==> src/hdl/iaf_pkg.sv <==
// Shared types, constants and helpers for the integer to ASCII formatter.
// No dependencies; imported by every module of the block.
`default_nettype none

package iaf_pkg;

    localparam int DIGIT_STORE_DEPTH = 16;
    localparam int IDX_W = $clog2(DIGIT_STORE_DEPTH);
    localparam int DIG_W = $clog2(DIGIT_STORE_DEPTH + 1);

    localparam logic [31:0] RECIP_10    = 32'hCCCC_CCCD;
    localparam int          RECIP_SHIFT = 35;

    localparam logic [7:0] CHAR_ZERO  = 8'h30;
    localparam logic [7:0] CHAR_LOWER = 8'h61;
    localparam logic [7:0] CHAR_UPPER = 8'h41;
    localparam logic [7:0] CHAR_MINUS = 8'h2D;

    typedef enum logic [1:0] {
        REQ_SDEC = 2'd0,
        REQ_UDEC = 2'd1,
        REQ_HEXL = 2'd2,
        REQ_HEXU = 2'd3
    } req_t;

    typedef enum logic [1:0] {
        ST_IDLE,
        ST_CONVERT,
        ST_EMIT
    } state_t;

    typedef struct packed {
        logic             wr_en;
        logic [IDX_W-1:0] wr_addr;
        logic [3:0]       wr_data;
        logic [IDX_W-1:0] rd_addr;
    } dst_ctrl_t;

    function automatic logic [7:0] digit_char(input logic [3:0] d, input logic upper);
        logic [7:0] c;
        if (d < 4'd10)
        begin
            c = CHAR_ZERO + {4'b0, d};
        end
        else if (upper)
        begin
            c = CHAR_UPPER + {4'b0, d - 4'd10};
        end
        else
        begin
            c = CHAR_LOWER + {4'b0, d - 4'd10};
        end
        return c;
    endfunction

endpackage

`default_nettype wire

==> src/hdl/iaf_digits.sv <==
// Digit store: one write and one read port over a small register file.
// Depends on iaf_pkg.
`default_nettype none

module iaf_digits
    import iaf_pkg::*;
(
    input  wire logic      clk,
    input  wire dst_ctrl_t ctrl,
    output logic [3:0]     rd_data
);

    logic [3:0] store_reg [DIGIT_STORE_DEPTH];

    always_ff @(posedge clk)
    begin
        if (ctrl.wr_en)
        begin
            store_reg[ctrl.wr_addr] <= ctrl.wr_data;
        end
    end

    assign rd_data = store_reg[ctrl.rd_addr];

endmodule

`default_nettype wire

==> config.mk <==
export PLATFORM = sky130hd
export DESIGN_NAME = iaf_digits
export DESIGN_NICKNAME = d
export VERILOG_FILES = /design/src/hdl/iaf_pkg.sv /design/src/hdl/iaf_digits.sv
export SDC_FILE = /design/constraint.sdc
export NUM_CORES = 1
export LEC_CHECK = 0
export ABC_AREA = 1
export BUFFER_PORTS_ARGS = -buffer_cell sky130_fd_sc_hd__buf_2
export CAP_MARGIN = 20
export CORE_MARGIN = 2
export CORE_UTILIZATION = 53
export CTS_CLUSTER_SIZE = 16
export DETAILED_ROUTE_END_ITERATION = 10
export PLACE_DENSITY = 0.74
export SLEW_MARGIN = 20
export SYNTH_ARGS = -nofsm -noshare
export SYNTH_HDL_FRONTEND = slang
export SYNTH_SLANG_ARGS = --single-unit
==> constraint.sdc <==
create_clock -name clk -period 1.6 [get_ports clk]
set_input_delay 0.16 -clock clk [delete_from_list [all_inputs] [get_ports clk]]
set_output_delay 0.16 -clock clk [all_outputs]
set_load 0.01 [all_outputs]
==> tab_implementation.tex <==
\begin{tabular}{lr}
\hline
Metric & Value \\
\hline
\multicolumn{2}{l}{\textbf{Timing}} \\
Total Neg Setup Slack & 0 ps \\
Unrepaired setup endpoints after global routing & no \\
Final Slew Violations & 0 \\
Post-route clock period utilization & 0.908 \\
Final worst path period need & 1450 ps \\
Transition at the pin with the smallest max-transition slack & 461 ps \\
Top achievable clock speed & 688 MHz \\
Relative slew slack & 0.691 \\
Final count of negative-setup-slack endpoints & 0 \\
Smallest hold slack & 225 ps \\
Number of hold-slack violations in the final timing report & 0 \\
\multicolumn{2}{l}{\textbf{Power}} \\
Relative contribution of the clock network to total power & 0.405 \\
Sequential cell fraction of total power & 0.527 \\
Combinational share of power & 0.068 \\
Net switching fraction of the power & 0.210 \\
Design internal power & approximately 0.0028 W \\
Net switching component of the power & 0.000752 W \\
Power Density & 1120 mW/mm\^{}2 \\
LEAKAGE & 1.39 nW \\
Maximum vdd ir drop & between 0.0007 and 0.0008 V \\
\multicolumn{2}{l}{\textbf{Critical path}} \\
Arrival time worst endpoint & 1290 ps \\
CP Capture Type & output pin \\
Kind of start point of the critical path & flop \\
Largest delay contributor family on the critical path & simple AND/OR/NAND/NOR gates \\
Cell type of the slowest stage on the worst timing path & sky130\_fd\_sc\_hd\_\_edfxtp\_1 \\
Library cell appearing most often on the critical path & sky130\_fd\_sc\_hd\_\_nand3\_1 \\
Required time at the worst-slack endpoint & 1440 ps \\
Worst-path maximum fanout & 1 \\
Start-to-end type of the worst setup path & reg -> out \\
Critical Path, Cell by Cell & inv\_1 -> nand2\_1 -> nand3\_1 -> nand3\_1 -> nand3\_1 -> nand2\_1 -> buf\_2 \\
Number of buffer and inverter instances along the worst setup path & 2 \\
Largest stage delay on the critical path & between 300 and 400 ps \\
\multicolumn{2}{l}{\textbf{Global routing}} \\
GRT Resource Usage Total & 0.200 \\
Number of antenna violations at the first check in global routing & 0 \\
Largest net degree at the start of global routing & 33 \\
Overflow left after global routing & 0 \\
Global-route wire length before repair & slightly below 9000 um \\
Vias in the first global route & between 1500 and 2000 \\
\multicolumn{2}{l}{\textbf{Min path}} \\
End of the worst hold path & store\_reg[11][1] \\
Worst hold path depth & 1 \\
Class of the tightest hold or removal check & in -> reg \\
Hold\_sp & ctrl[5] \\
\multicolumn{2}{l}{\textbf{Routing}} \\
Average vias per placed instance & 5.08 \\
Total via count in the routed design & $\sim$1900 \\
Antenna violation net count after detailed routing & 0 \\
Remaining DRCs & 0 \\
Drt total wl & 5550 um \\
1st-iter DRT viols & 180 \\
Number of iterations in the first detailed-routing pass & 4 \\
Wire length per cell & 14.6 um \\
\multicolumn{2}{l}{\textbf{Finish}} \\
Non-Filler Instances & 381 \\
Total number of nets in the final design & 320 \\
Fraction of layout cells with a size suffix above 1 & 0.109 \\
Post-route standard cell area excluding fillers & 0.00319 sq mm \\
P\&R area growth vs syn & 10.5\% \\
Number of flip-flops in the largest register & between 60 and 70 \\
Antenna cells & 0 \\
Post-layout utilization of the core & 0.617 \\
\multicolumn{2}{l}{\textbf{Floorplan}} \\
Initial standard-cell utilization of the core & 0.558 \\
Number of primary I/O pins & 18 \\
Die Area & 0.00605 sq mm \\
Die Y & 77.8 um \\
Cell row count & 26 \\
Die Span X & 77.8 um \\
Core Footprint & 0.00517 sq mm \\
\multicolumn{2}{l}{\textbf{Logic synthesis}} \\
Top cell type's share of synthesized area & 0.666 \\
Cell types occupying the most area after synthesis & sky130\_fd\_sc\_hd\_\_edfxtp\_1 67\%, sky130\_fd\_sc\_hd\_\_nand2\_1 12\%, sky130\_fd\_sc\_hd\_\_nand3\_1 8.5\% \\
Yosys reg bits & 64 \\
Count of different cell masters after synthesis & 11 \\
Fraction of synthesis flops using an asynchronous set or reset pin & 0 \\
Number of warning messages in the yosys log & 0 \\
Portion of the post-synthesis area used by sequential elements & 0.666 \\
Nets in the synthesized netlist & 300 \\
Post-synthesis cell type with the largest combined area & sky130\_fd\_sc\_hd\_\_edfxtp\_1 \\
Mean instance size in the synthesized netlist & 10.1 sq um \\
Most instantiated cells after synthesis & 89 x sky130\_fd\_sc\_hd\_\_nand2\_1, 64 x sky130\_fd\_sc\_hd\_\_edfxtp\_1, 52 x sky130\_fd\_sc\_hd\_\_inv\_1 \\
Count of flip-flops with a built-in enable after synthesis & 64 \\
Cell with the most instances after synthesis & sky130\_fd\_sc\_hd\_\_nand2\_1 \\
Leading register cell type out of synthesis & sky130\_fd\_sc\_hd\_\_edfxtp\_1 \\
Synthesized netlist cell count & 286 \\
Post-synthesis instance area & approximately 0.0029 sq mm \\
\multicolumn{2}{l}{\textbf{Clocking}} \\
Post-CTS Hold Buffers & 0 \\
Reg clk slew, reported paths & 70 ps \\
Number of clock sinks & 64 \\
Clock Tree Buf Depth & 2 \\
Post-cts gate resize count & 0 \\
TritonCTS clock tree & yes \\
Clock root buffer & sky130\_fd\_sc\_hd\_\_clkbuf\_8 \\
H-tree depth & 3 \\
Total clock buffers created by CTS & 9 \\
Number of setup buffers added after CTS & 0 \\
\multicolumn{2}{l}{\textbf{Placement}} \\
Count of input and output buffers & 17 \\
Number of placed instances with taps included & between 300 and 400 \\
Gpl congestion & about 0.81 \\
DP HPWL & 3680 um \\
Post-DP Area & 0.00299 sq mm \\
\multicolumn{2}{l}{\textbf{Outcome}} \\
Result of the run & completed \\
\multicolumn{2}{l}{\textbf{Job}} \\
\# Max-Cap Violations & 0 \\
\hline
\end{tabular}
[routing by layer]
| layer | wire length (um) | global-route usage | share of wire | vias up |
|---|---|---|---|---|
| li1 | - | - | - | 952 |
| met1 | 2510 | 0.276 | 0.45 | 908 |
| met2 | 2560 | 0.302 | 0.46 | 68 |
| met3 | 401 | 0.0605 | 0.072 | 8 |
| met4 | 80 | 0.0679 | 0.014 | 0 |
| met5 | 0 | 0 | 0 | - |
[layout by cell type (no fill, tap or decap), types with 2 or more instances in the layout]
cell type	n
sky130_fd_sc_hd__nand2_1	89
sky130_fd_sc_hd__nand3_1	49
sky130_fd_sc_hd__inv_1	52
sky130_fd_sc_hd__buf_2	17
sky130_fd_sc_hd__clkbuf_1	3
sky130_fd_sc_hd__bufinv_16	2
sky130_fd_sc_hd__nor2_1	17
sky130_fd_sc_hd__edfxtp_1	64
sky130_fd_sc_hd__buf_4	3
sky130_fd_sc_hd__nand3b_1	2
sky130_fd_sc_hd__clkbuf_8	9
[stage by stage]
step | setup WS [ps] | power [W]
2_1_floorplan | 647 | 0.00208
3_3_place_gp | 364 | 0.00216
3_5_place_dp | 336 | 0.00216
4_1_cts | 128 | 0.00359
5_1_grt | 28.9 | 0.00370
6_report | 147 | 0.00358
[cell type report]
class	instances	area, sq um
Timing Repair Buffer	20	108
Sequential cell	64	1920
Fill cell	457	1980
Clock buffer	12	135
Tap cell	70	87.6
Clock inverter	4	68.8
Multi-Input combinational cell	157	658
Inverter	54	210
[cell families (layout without fill, tap and decap cells)]
group                  after synthesis  count (layout)  synth area share
buffers and inverters               65              90             0.106
DFF                                 64              64             0.666
and+or+nand+nor                    157             157             0.228
[worst max-delay path by stage]
| stage | from | to | cells after the start |
|---|---|---|---|
| 2_1_floorplan | ctrl[0] | rd_data[1] | 7 |
| 5_1_grt | store_reg[14][0] | rd_data[0] | 7 |
| 6_report | store_reg[11][3] | rd_data[3] | 7 |
| 3_5_place_dp | ctrl[11] | store_reg[4][1] | 3 |
| 4_1_cts | store_reg[14][0] | rd_data[0] | 7 |
| 3_3_place_gp | ctrl[0] | rd_data[0] | 9 |
[power by group through the flow]
stage / registers, W / logic (W) / clock network [W]
CTS: 0.00189 / 0.000244 / 0.00146
finish: 0.00189 / 0.000243 / 0.00145
floorplan: 0.00192 / 0.000162 / 0
global route: 0.00189 / 0.000272 / 0.00154
global placement: 0.00192 / 0.000239 / 0
detailed placement: 0.00192 / 0.000242 / 0
(Power assumes the default switching activity.)
